--- config.mk ---
export PLATFORM = sky130hd
export DESIGN_NAME = bitmap_block_allocator_unit
export DESIGN_NICKNAME = d
export VERILOG_FILES = /design/src/rtl/bba_pkg.sv /design/src/rtl/bba_front.sv /design/src/rtl/bba_queue.sv /design/src/rtl/bba_back.sv /design/src/rtl/bitmap_block_allocator_unit.sv
export SDC_FILE = /design/constraint.sdc
export NUM_CORES = 1
export LEC_CHECK = 0
export ABC_AREA = 0
export BUFFER_PORTS_ARGS = -buffer_cell sky130_fd_sc_hd__buf_4
export CAP_MARGIN = 20
export CORE_MARGIN = 2
export CORE_UTILIZATION = 45
export CTS_BUF_LIST = sky130_fd_sc_hd__clkbuf_16
export DETAILED_ROUTE_END_ITERATION = 8
export GPL_TIMING_DRIVEN = 0
export PLACE_DENSITY = 0.7
export SETUP_SLACK_MARGIN = 0.2
export SLEW_MARGIN = 25
export SYNTH_ARGS = -nofsm -noshare
export SYNTH_HDL_FRONTEND = slang
export SYNTH_HIERARCHICAL = 1
export SYNTH_SLANG_ARGS = --single-unit
--- constraint.sdc ---
create_clock -name clk -period 6.6 [get_ports clk]
set_input_delay 1.32 -clock clk [delete_from_list [all_inputs] [get_ports clk]]
set_output_delay 1.32 -clock clk [all_outputs]
set_load 0.005 [all_outputs]
--- src/rtl/bba_pkg.sv ---
// ----------------------------------------------------------------------------
// bba_pkg
// Shared types and constants for the bitmap block allocator: request and
// result structs, status codes, and the command passed from front to back.
// ----------------------------------------------------------------------------
package bba_pkg;

  localparam int NUM_BLOCKS_DEF      = 64;
  localparam int BYTES_PER_BLOCK_DEF = 8;
  localparam int MAX_RESULTS         = 64;

  localparam int SIZE_W = 10;
  localparam int BLK_W  = 6;

  localparam logic OP_ALLOC = 1'b0;
  localparam logic OP_FREE  = 1'b1;

  localparam logic [1:0] ST_ALLOC = 2'd0;
  localparam logic [1:0] ST_FREED = 2'd1;
  localparam logic [1:0] ST_FULL  = 2'd2;
  localparam logic [1:0] ST_BAD   = 2'd3;

  typedef struct packed {
    logic              opcode;
    logic [SIZE_W-1:0] size_bytes;
    logic [BLK_W-1:0]  free_block;
  } in_req_t;

  typedef struct packed {
    logic [BLK_W-1:0] block_number;
    logic [1:0]       status;
    logic             last;
  } out_res_t;

  typedef enum logic [1:0] {
    CMD_ALLOC,
    CMD_FREE,
    CMD_BAD
  } cmd_kind_t;

  typedef struct packed {
    cmd_kind_t         kind;
    logic [SIZE_W-1:0] size;
    logic [BLK_W-1:0]  blk;
  } cmd_t;

  // Queue status seen by front and back.
  typedef struct packed {
    logic full;
    logic nonempty;
  } q_stat_t;

endpackage

--- src/rtl/bba_front.sv ---
// ----------------------------------------------------------------------------
// bba_front
// Accepts requests and classifies them: frees pass on, allocations of a
// zero or oversized byte count become bad commands.
// ----------------------------------------------------------------------------
module bba_front #(
  parameter int NUM_BLOCKS      = bba_pkg::NUM_BLOCKS_DEF,
  parameter int BYTES_PER_BLOCK = bba_pkg::BYTES_PER_BLOCK_DEF
) (
  input  logic             in_valid,
  output logic             in_stall,
  input  bba_pkg::in_req_t in_req,
  input  bba_pkg::q_stat_t q_stat,
  output logic             push,
  output bba_pkg::cmd_t    push_cmd
);

  localparam int LIM_BLK   = (NUM_BLOCKS < bba_pkg::MAX_RESULTS) ?
                             NUM_BLOCKS : bba_pkg::MAX_RESULTS;
  localparam int LIM_BYTES = LIM_BLK * BYTES_PER_BLOCK;

  logic size_bad;

  assign in_stall = q_stat.full;
  assign push     = in_valid && !q_stat.full;

  // Rounded block count exceeds the limit exactly when bytes exceed limit*block.
  assign size_bad = (in_req.size_bytes == '0) ||
                    (32'(in_req.size_bytes) > 32'(LIM_BYTES));

  always_comb begin
    push_cmd.size = in_req.size_bytes;
    push_cmd.blk  = in_req.free_block;
    if (in_req.opcode == bba_pkg::OP_FREE) begin
      push_cmd.kind = bba_pkg::CMD_FREE;
    end else if (size_bad) begin
      push_cmd.kind = bba_pkg::CMD_BAD;
    end else begin
      push_cmd.kind = bba_pkg::CMD_ALLOC;
    end
  end

endmodule

--- src/rtl/bba_queue.sv ---
// ----------------------------------------------------------------------------
// bba_queue
// Two-entry command queue between front and back.
// ----------------------------------------------------------------------------
module bba_queue (
  input  logic             clk,
  input  logic             rst_n,
  input  logic             push,
  input  bba_pkg::cmd_t    push_cmd,
  input  logic             pop,
  output bba_pkg::cmd_t    head,
  output bba_pkg::q_stat_t q_stat
);

  bba_pkg::cmd_t mem_r [2];
  logic          wr_ptr_r;
  logic          rd_ptr_r;
  logic [1:0]    cnt_r;

  assign head            = mem_r[rd_ptr_r];
  assign q_stat.full     = (cnt_r == 2'd2);
  assign q_stat.nonempty = (cnt_r != 2'd0);

  always_ff @(posedge clk) begin
    if (push) begin
      mem_r[wr_ptr_r] <= push_cmd;
    end
  end

  always_ff @(posedge clk) begin
    if (!rst_n) begin
      wr_ptr_r <= 1'b0;
      rd_ptr_r <= 1'b0;
      cnt_r    <= 2'd0;
    end else begin
      if (push) begin
        wr_ptr_r <= ~wr_ptr_r;
      end
      if (pop) begin
        rd_ptr_r <= ~rd_ptr_r;
      end
      if (push && !pop) begin
        cnt_r <= cnt_r + 2'd1;
      end else if (pop && !push) begin
        cnt_r <= cnt_r - 2'd1;
      end
    end
  end

endmodule

--- src/rtl/bba_back.sv ---
// ----------------------------------------------------------------------------
// bba_back
// Executes commands against the used-block bitmap and drives the result
// register. Allocation hands out one lowest free block per cycle unless the output stalls.
// ----------------------------------------------------------------------------
module bba_back #(
  parameter int NUM_BLOCKS      = bba_pkg::NUM_BLOCKS_DEF,
  parameter int BYTES_PER_BLOCK = bba_pkg::BYTES_PER_BLOCK_DEF
) (
  input  logic              clk,
  input  logic              rst_n,
  input  bba_pkg::cmd_t     head,
  input  bba_pkg::q_stat_t  q_stat,
  output logic              pop,
  output logic              out_valid,
  input  logic              out_stall,
  output bba_pkg::out_res_t out_res
);

  localparam int IW  = (NUM_BLOCKS > 1) ? $clog2(NUM_BLOCKS) : 1;
  localparam int NG  = (NUM_BLOCKS + 7) / 8;
  localparam int GW  = (NG > 1) ? $clog2(NG) : 1;
  localparam int PADW = NG * 8;

  typedef enum logic {
    S_IDLE,
    S_ALLOC
  } state_t;

  state_t                       state_r;
  logic [NUM_BLOCKS-1:0]        used_r;
  logic [bba_pkg::SIZE_W-1:0]   bytes_r;
  logic                         out_valid_r;
  bba_pkg::out_res_t            out_r;

  logic [PADW-1:0] map_pad;
  logic [NG-1:0]   grp_free;
  logic [GW-1:0]   g_sel;
  logic [7:0]      word;
  logic [2:0]      b_sel;
  logic            any_free;
  logic [IW-1:0]   ff_idx;
  logic [IW-1:0]   f_idx;
  logic            f_ok;
  logic            can_emit;
  logic            run_last;
  logic            res_load;

  // Two-level first-free search: group summary, then bit within the group.
  always_comb begin
    map_pad = '1;
    map_pad[NUM_BLOCKS-1:0] = used_r;
    for (int g = 0; g < NG; g++) begin
      grp_free[g] = ~&map_pad[g*8 +: 8];
    end
    g_sel = '0;
    for (int g = NG - 1; g >= 0; g--) begin
      if (grp_free[g]) begin
        g_sel = GW'(g);
      end
    end
    word  = map_pad[32'(g_sel)*8 +: 8];
    b_sel = '0;
    for (int b = 7; b >= 0; b--) begin
      if (!word[b]) begin
        b_sel = 3'(b);
      end
    end
  end

  assign any_free = |grp_free;
  assign ff_idx   = IW'({g_sel, b_sel});
  assign f_idx    = IW'(head.blk);
  assign f_ok     = (32'(head.blk) < 32'(NUM_BLOCKS)) && used_r[f_idx];
  assign can_emit = !out_valid_r || !out_stall;
  assign run_last = (32'(bytes_r) <= 32'(BYTES_PER_BLOCK));
  assign pop      = (state_r == S_IDLE) && q_stat.nonempty && can_emit;

  // Load the result register on a free or bad request, or on each allocate step.
  assign res_load = pop ? (head.kind != bba_pkg::CMD_ALLOC)
                        : ((state_r == S_ALLOC) && can_emit);

  assign out_valid = out_valid_r;
  assign out_res   = out_r;

  always_ff @(posedge clk) begin
    if (!rst_n) begin
      state_r     <= S_IDLE;
      used_r      <= '0;
      bytes_r     <= '0;
      out_valid_r <= 1'b0;
    end else begin
      if (res_load) begin
        out_valid_r <= 1'b1;
      end else if (out_valid_r && !out_stall) begin
        out_valid_r <= 1'b0;
      end
      unique case (state_r)
        S_IDLE: begin
          if (pop) begin
            unique case (head.kind)
              bba_pkg::CMD_ALLOC: begin
                bytes_r <= head.size;
                state_r <= S_ALLOC;
              end
              bba_pkg::CMD_FREE: begin
                out_r.last  <= 1'b1;
                if (f_ok) begin
                  used_r[f_idx]      <= 1'b0;
                  out_r.block_number <= head.blk;
                  out_r.status       <= bba_pkg::ST_FREED;
                end else begin
                  out_r.block_number <= '0;
                  out_r.status       <= bba_pkg::ST_BAD;
                end
              end
              default: begin
                out_r.last         <= 1'b1;
                out_r.block_number <= '0;
                out_r.status       <= bba_pkg::ST_BAD;
              end
            endcase
          end
        end
        S_ALLOC: begin
          if (can_emit) begin
            if (!any_free) begin
              out_r.block_number <= '0;
              out_r.status       <= bba_pkg::ST_FULL;
              out_r.last         <= 1'b1;
              state_r            <= S_IDLE;
            end else begin
              used_r[ff_idx]     <= 1'b1;
              out_r.block_number <= bba_pkg::BLK_W'(ff_idx);
              out_r.status       <= bba_pkg::ST_ALLOC;
              out_r.last         <= run_last;
              if (run_last) begin
                state_r <= S_IDLE;
              end else begin
                bytes_r <= bytes_r - bba_pkg::SIZE_W'(BYTES_PER_BLOCK);
              end
            end
          end
        end
        default: state_r <= S_IDLE;
      endcase
    end
  end

endmodule

--- src/rtl/bitmap_block_allocator_unit.sv ---
// ----------------------------------------------------------------------------
// bitmap_block_allocator_unit
// First-fit block allocator over a used-block bitmap: allocate runs, free one.
// ----------------------------------------------------------------------------
// Flow: each accepted request is written into the command queue; the back end pops
//   it and registers its result, and an allocate first enters S_ALLOC.
// Allocate emits one block id per cycle from the first-free search, unless the output
//   stalls; the queue keeps taking requests while an allocate runs, until it is full.
// Reset (synchronous): bitmap clears to all free and the command queue empties.
module bitmap_block_allocator_unit #(
  parameter int NUM_BLOCKS      = bba_pkg::NUM_BLOCKS_DEF,
  parameter int BYTES_PER_BLOCK = bba_pkg::BYTES_PER_BLOCK_DEF
) (
  input  logic              clk,
  input  logic              rst_n,
  input  logic              in_valid,
  output logic              in_stall,
  input  bba_pkg::in_req_t  in_req,
  output logic              out_valid,
  input  logic              out_stall,
  output bba_pkg::out_res_t out_res
);

  logic             q_push;
  logic             q_pop;
  bba_pkg::cmd_t    push_cmd;
  bba_pkg::cmd_t    q_head;
  bba_pkg::q_stat_t q_stat;

  bba_front #(
    .NUM_BLOCKS      (NUM_BLOCKS),
    .BYTES_PER_BLOCK (BYTES_PER_BLOCK)
  ) u_front (
    .in_valid (in_valid),
    .in_stall (in_stall),
    .in_req   (in_req),
    .q_stat   (q_stat),
    .push     (q_push),
    .push_cmd (push_cmd)
  );

  bba_queue u_queue (
    .clk      (clk),
    .rst_n    (rst_n),
    .push     (q_push),
    .push_cmd (push_cmd),
    .pop      (q_pop),
    .head     (q_head),
    .q_stat   (q_stat)
  );

  bba_back #(
    .NUM_BLOCKS      (NUM_BLOCKS),
    .BYTES_PER_BLOCK (BYTES_PER_BLOCK)
  ) u_back (
    .clk       (clk),
    .rst_n     (rst_n),
    .head      (q_head),
    .q_stat    (q_stat),
    .pop       (q_pop),
    .out_valid (out_valid),
    .out_stall (out_stall),
    .out_res   (out_res)
  );

  a_no_overflow: assert property (@(posedge clk) disable iff (!rst_n)
    q_push |-> !q_stat.full)
    else $error("command queue overflow");

  a_no_underflow: assert property (@(posedge clk) disable iff (!rst_n)
    q_pop |-> q_stat.nonempty)
    else $error("command queue underflow");

  a_err_zero_blk: assert property (@(posedge clk) disable iff (!rst_n)
    out_valid && (out_res.status == bba_pkg::ST_FULL ||
                  out_res.status == bba_pkg::ST_BAD) |-> out_res.block_number == '0)
    else $error("error result carries a block number");

  a_single_last: assert property (@(posedge clk) disable iff (!rst_n)
    out_valid && out_res.status != bba_pkg::ST_ALLOC |-> out_res.last)
    else $error("free or error result not marked last");

endmodule

Yosys cells after proc, flatten, opt, wreduce, memory -nomap -nowiden
Memory sizes are Yosys's and may differ from the RTL's. A register that Yosys moved wholly into a read port is not among the register bits.
Index checks and enable logic that the tools add are counted.
Storage, ports and cells
  bits in writable memories: 36
  logic and storage cells: 136
  memories kept: 1
  ROM bits: 0
  bits in latches: 0
  register bits: 89
Cells by class
  reduce and logical (&&, ||, !) cells: 42
  $lt $le $gt $ge: 6
  shifts and indexed selects: 1
  $add $sub $neg: 3
  div/mod/pow operators: 0
  bitwise operators: 6
  $mul: 0
  mux-type cells: 57
  eq/ne operators: 10
Memories
  u_queue.mem_r: depth 2, bits a word 18, rd ports 1, clocked after Yosys merged registers in 1, write ports 1, RTL line bba_queue.sv:15  | bba_pkg::cmd_t mem_r [2];
Operators by type and width (count)
  64-bit 2-to-1 mux: 5
  64-bit case mux with 2 select lines: 1
  64-bit bitwise AND: 1
  64-bit inverter: 1
  64-bit bitwise OR: 1
  8-bit AND reduction: 8
  64-bit by 7-bit indexed part select with 8-bit output: 1
  10-bit 2-to-1 mux: 5
  3-bit 2-to-1 mux: 16
  9-bit case mux with 2 select lines: 2
  9-bit 2-to-1 mux: 3
  10-bit case mux with 2 select lines: 1
  1-bit 2-to-1 mux: 15
  6-bit by 7-bit < comparator with 1-bit output, second input constant: 2
  1-bit zero test: 13
  1-bit demux with 6-bit select: 2
  6-bit by 1-bit >= comparator with 1-bit output, second input constant: 2
  2-bit != test, second input constant: 6
  10-bit > comparator, second input constant: 1
  10-bit by 4-bit <= comparator with 1-bit output, second input constant: 1
  10-bit zero test: 1
  5-bit AND reduction: 2
  10-bit by 4-bit subtractor with 10-bit output, second input constant: 1
  1-bit logical AND: 9
  other kinds (15): 25

Longest topological paths before layout
  word-level depth: 26
  gate-level depth with buffers: 15
  mapped depth without buffers: 9

Modules after synthesis
Netlist, hierarchy kept.
By module, submodules not included
  bba_back: times used 1, cells an instance 613, area each 5497.8 um^2, seq. area each 1791.7 um^2
  bba_queue: times used 1, cells an instance 78, area each 1521.5 um^2, seq. area each 1181.1 um^2
  bba_front: times used 1, cells an instance 26, area each 182.7 um^2, seq. area each 0.0 um^2

Least setup slack after synthesis
Ideal clock, no wire load.
  kind: flip-flop to flip-flop
  from: register (tool-made name)
  to: register u_back.used_r[1] (netlist: u_back/map_pad[1])
  clock period less this slack: 3.182 ns
  arrival: 3.107 ns
  setup time: 0.075 ns
  slack: 3.418 ns
  data required time: 6.525 ns
  path buffers: 6
  stages on the path, launching flop included: 16
  path through: dfxtp_1 > buf_2 > buf_6 > mux2_2 > buf_2 > buf_2 > mux2_2 > a221oi_1 > o22ai_1 > a2bb2oi_1 > o211ai_1 > o211ai_1 > buf_2 > clkbuf_1 > nor3_1 > o22ai_1
RTL lines
  end signal: assignment: RTL line bba_back.sv:89  | used_r <= '0;
  end signal: indexed assignment: RTL line bba_back.sv:109  | used_r[f_idx] <= 1'b0;
  end signal: indexed assignment: RTL line bba_back.sv:133  | used_r[ff_idx] <= 1'b1;
  end: declaration: RTL line bba_back.sv:31  | logic [NUM_BLOCKS-1:0] used_r;

==> flow_metrics.tcl <==
set metrics [dict create \
    hold_path_depth 2 \
    vias_per_cell 6.88 \
    reg2reg_setup_slack_ns 2.18 \
    critPathMaxFanout 10 \
    slew_viol_final 0 \
    synth-seq-cells 126 \
    synth_seq_area_share_pct 41.3 \
    area.growth.synth_to_final_pct 14.8 \
    hold_end "u_back/bytes_r[7]" \
    critPathArrivalTime_ns 4.76 \
    layout_commonest_cell "dfxtp_1" \
    final_cell_mix "81 x dfxtp_1, 63 x nand2_1, 45 x edfxtp_1, 44 x buf_4" \
    crit_path_start_kind "flop" \
    fin_skew_ns 0.0113 \
    io_pins 32 \
    cts.sinks 126 \
    cts_root_buf "clkbuf_16" \
    max_stage_delay_ns 0.59 \
    row_count 46 \
    reg2reg_to "u_back/map_pad[36]" \
    peakVddDrop_mv 0.198 \
    final_nets 785 \
    min_period_over_period_pct 66.9 \
    die_w_um 131 \
    htree_levels 4 \
    drt-initial-drc-count 846 \
    cp_cell_sequence "buf_2, buf_6, mux2_2, buf_2, buf_1, mux4_2, mux2i_1, nor2_1, a211oi_1, o211ai_1, o211ai_1, buf_2, clkbuf_1, nor4_1, o32ai_2" \
    setup_violations 0 \
    cp_slowest_cell "buf_1" \
    cpMostUsedCell "buf_2" \
    portBuffers 25 \
    drtPass1Iterations 5 \
    netlist_instances 717 \
    min-delay-path-class "reg2reg" \
    finalSetupTns_ns 0 \
    cts.repair.resized 0 \
    period_minus_slack_ns 4.42 \
    fin_cells 991 \
    synth_edf_count 45 \
    min-delay-start "u_back/bytes_r[7]" \
    async_flop_share_pct 0 \
    num_antenna_cells 0 \
    start_util_pct 45.7 \
    cts_buffers 17 \
    cts.path.max_buffers 2 \
    reg2reg_depth 15 \
    cap_viol_max_count 0 \
    drc_errors 0 \
    overflow 0 \
    outcome "finished clean" \
    fmaxAchievable_mhz 226 \
    hold_violations 0 \
    worst_pin_slew_ns 1.02 \
    endpoint_kind "flop" \
    grt.total_usage_pct 32.8 \
    clk-insertion-delay-late_ns 0.43 \
    wl_um 26900 \
    vias 6815 \
    cts_tree "yes" \
    cts_hold_buffers 0 \
    ys_warn_count 6 \
    path_class "reg2reg" \
    cts_setup_buffers 0 \
    p_leak_nw 2.70 \
    syn_avg_cell_area_sq_um 10.0 \
    synth_ff_type "dfxtp_1" \
    worstPathRequired_ns 6.94 \
    clkTransAtPathRegs_ns 0.06 \
    postRouteAntennaNets 0 \
    die_height_um 131 \
    dieArea_sq_mm 0.0170 \
    grt_pass1_wl_um 40400 \
    grt_max_degree 19 \
    grt_pass1_vias 6585 \
    syn_nets 740 \
    dp_hpwl_um 20100 \
    antenna_found_initial 0 \
    place_inst 959 \
    synthesis.area_sq_mm 0.00720 \
    power_per_cell_area_mw_per_mm2 306 \
    ys_types 98 \
    maxSlewHeadroom_pct 31.3 \
    drive_gt1_share_pct 24.0 \
    core_area_sq_mm 0.0158 \
    grt_setup_unrepaired "no" \
    wire_per_inst_um 27.2 \
    globalplace.congestion 1.07 \
]
how the worst max path moves through the flow:
stage | startpoint | cells past startpoint | endpoint
finish | flop | 15 | u_back/map_pad[36]
global route | flop | 15 | u_back/map_pad[44]
CTS | flop | 15 | u_back/map_pad[36]
detailed placement | flop | 15 | u_back/map_pad[36]
floorplan | flop | 15 | u_back/map_pad[1]
global placement | flop | 14 | u_back/map_pad[47]
synth_stat cells, types with 5 or more instances:
cell,n,area share [%]
o32ai_1,6,0.73
nor2_1,31,1.6
o21a_1,6,0.63
o211a_1,6,0.83
dfxtp_1,81,23
o22ai_1,14,1.2
o211ai_1,8,0.83
mux2i_1,5,0.69
and3_1,7,0.61
edfxtp_1,45,19
a22oi_1,7,0.73
a221oi_1,7,0.85
a211oi_1,9,0.94
buf_1,5,0.26
nand2_1,63,3.3
nand4_1,16,1.4
o31ai_1,12,1.3
a21oi_1,20,1.4
nand3_1,18,1.3
inv_1,9,0.47
nor2b_1,8,0.69
nor4_1,15,1.3
mux2_2,32,5.0
or2_2,8,0.69
o311ai_0,34,4.1
o21ai_0,34,2.4
nor3_1,18,1.3
clkbuf_1,23,1.2
o21ai_1,14,0.97
buf_4,19,2.0
buf_2,9,0.63
cells by family (layout without fill, tap and decap cells):
| family | count (synthesis) | in the layout | synth area share, % |
|---|---|---|---|
| compound gates | 240 | 240 | 26.8 |
| flops | 126 | 126 | 41.3 |
| fa+ha+maj | 2 | 2 | 0.347 |
| simple gates | 231 | 231 | 18.5 |
| xor+xnor | 3 | 3 | 0.365 |
| buf+inv | 73 | 131 | 5.63 |
| mux | 42 | 42 | 7.11 |
critical path, delay by kind of cell, from the launching register on:
kind,cells,cell delay (ns)
AO/OA/AOI/OAI,4,0.97
buffers and inverters,6,2.07
flip-flops,1,0.30
multiplexers,3,0.76
AND/OR/NAND/NOR,2,0.22
metrics by stage:
stage	power, mW	utilization, %	setup WS (ns)	instance area (sq um)	hold WS, ns
3_5_place_dp	1.57	48.7	2.31	7680	0.478
3_3_place_gp	1.56	48.6	2.37	7660	0.464
6_report	2.53	52.4	2.18	8270	0.489
5_1_grt	2.62	52.4	2.06	8270	0.514
2_1_floorplan	1.35	-	3.42	7200	0.448
4_1_cts	2.51	52.4	2.30	8270	0.487
sequential cells by signal (all words and copies together) (netlist names), named ones only:
register          count
u_back/bytes_r       10
u_back/map_pad       64
u_back/out_res        9
u_back/out_valid      1
u_back/state_r        1
u_queue/cnt_r         2
u_queue/mem_r        36
u_queue/rd_ptr_r      1
u_queue/wr_ptr_r      1
layout make-up:
| class | instances | area, sq um |
|---|---|---|
| Fill cell | 1470 | 7500 |
| Timing Repair Buffer | 26 | 203 |
| Inverter | 9 | 33.8 |
| Tap cell | 216 | 270 |
| Multi-Input combinational cell | 518 | 3830 |
| Buffer | 64 | 372 |
| Clock inverter | 15 | 161 |
| Sequential cell | 126 | 2970 |
| Clock buffer | 17 | 425 |
routing by layer:
layer / wire length, um / up-vias / track usage (%)
met5: 0 / - / 0
met2: 12000 / 465 / 49.6
li1: - / 2933 / -
met1: 10800 / 3307 / 42.7
met3: 2410 / 110 / 6.88
met4: 1720 / 0 / 21.2
power by group:
part           total, mW  switching (mW)  internal (mW)
combinational      0.658           0.432          0.225
clock              0.951           0.390          0.562
sequential         0.919          0.0330          0.886
No activity file was read; power rests on OpenSTA's default activity.
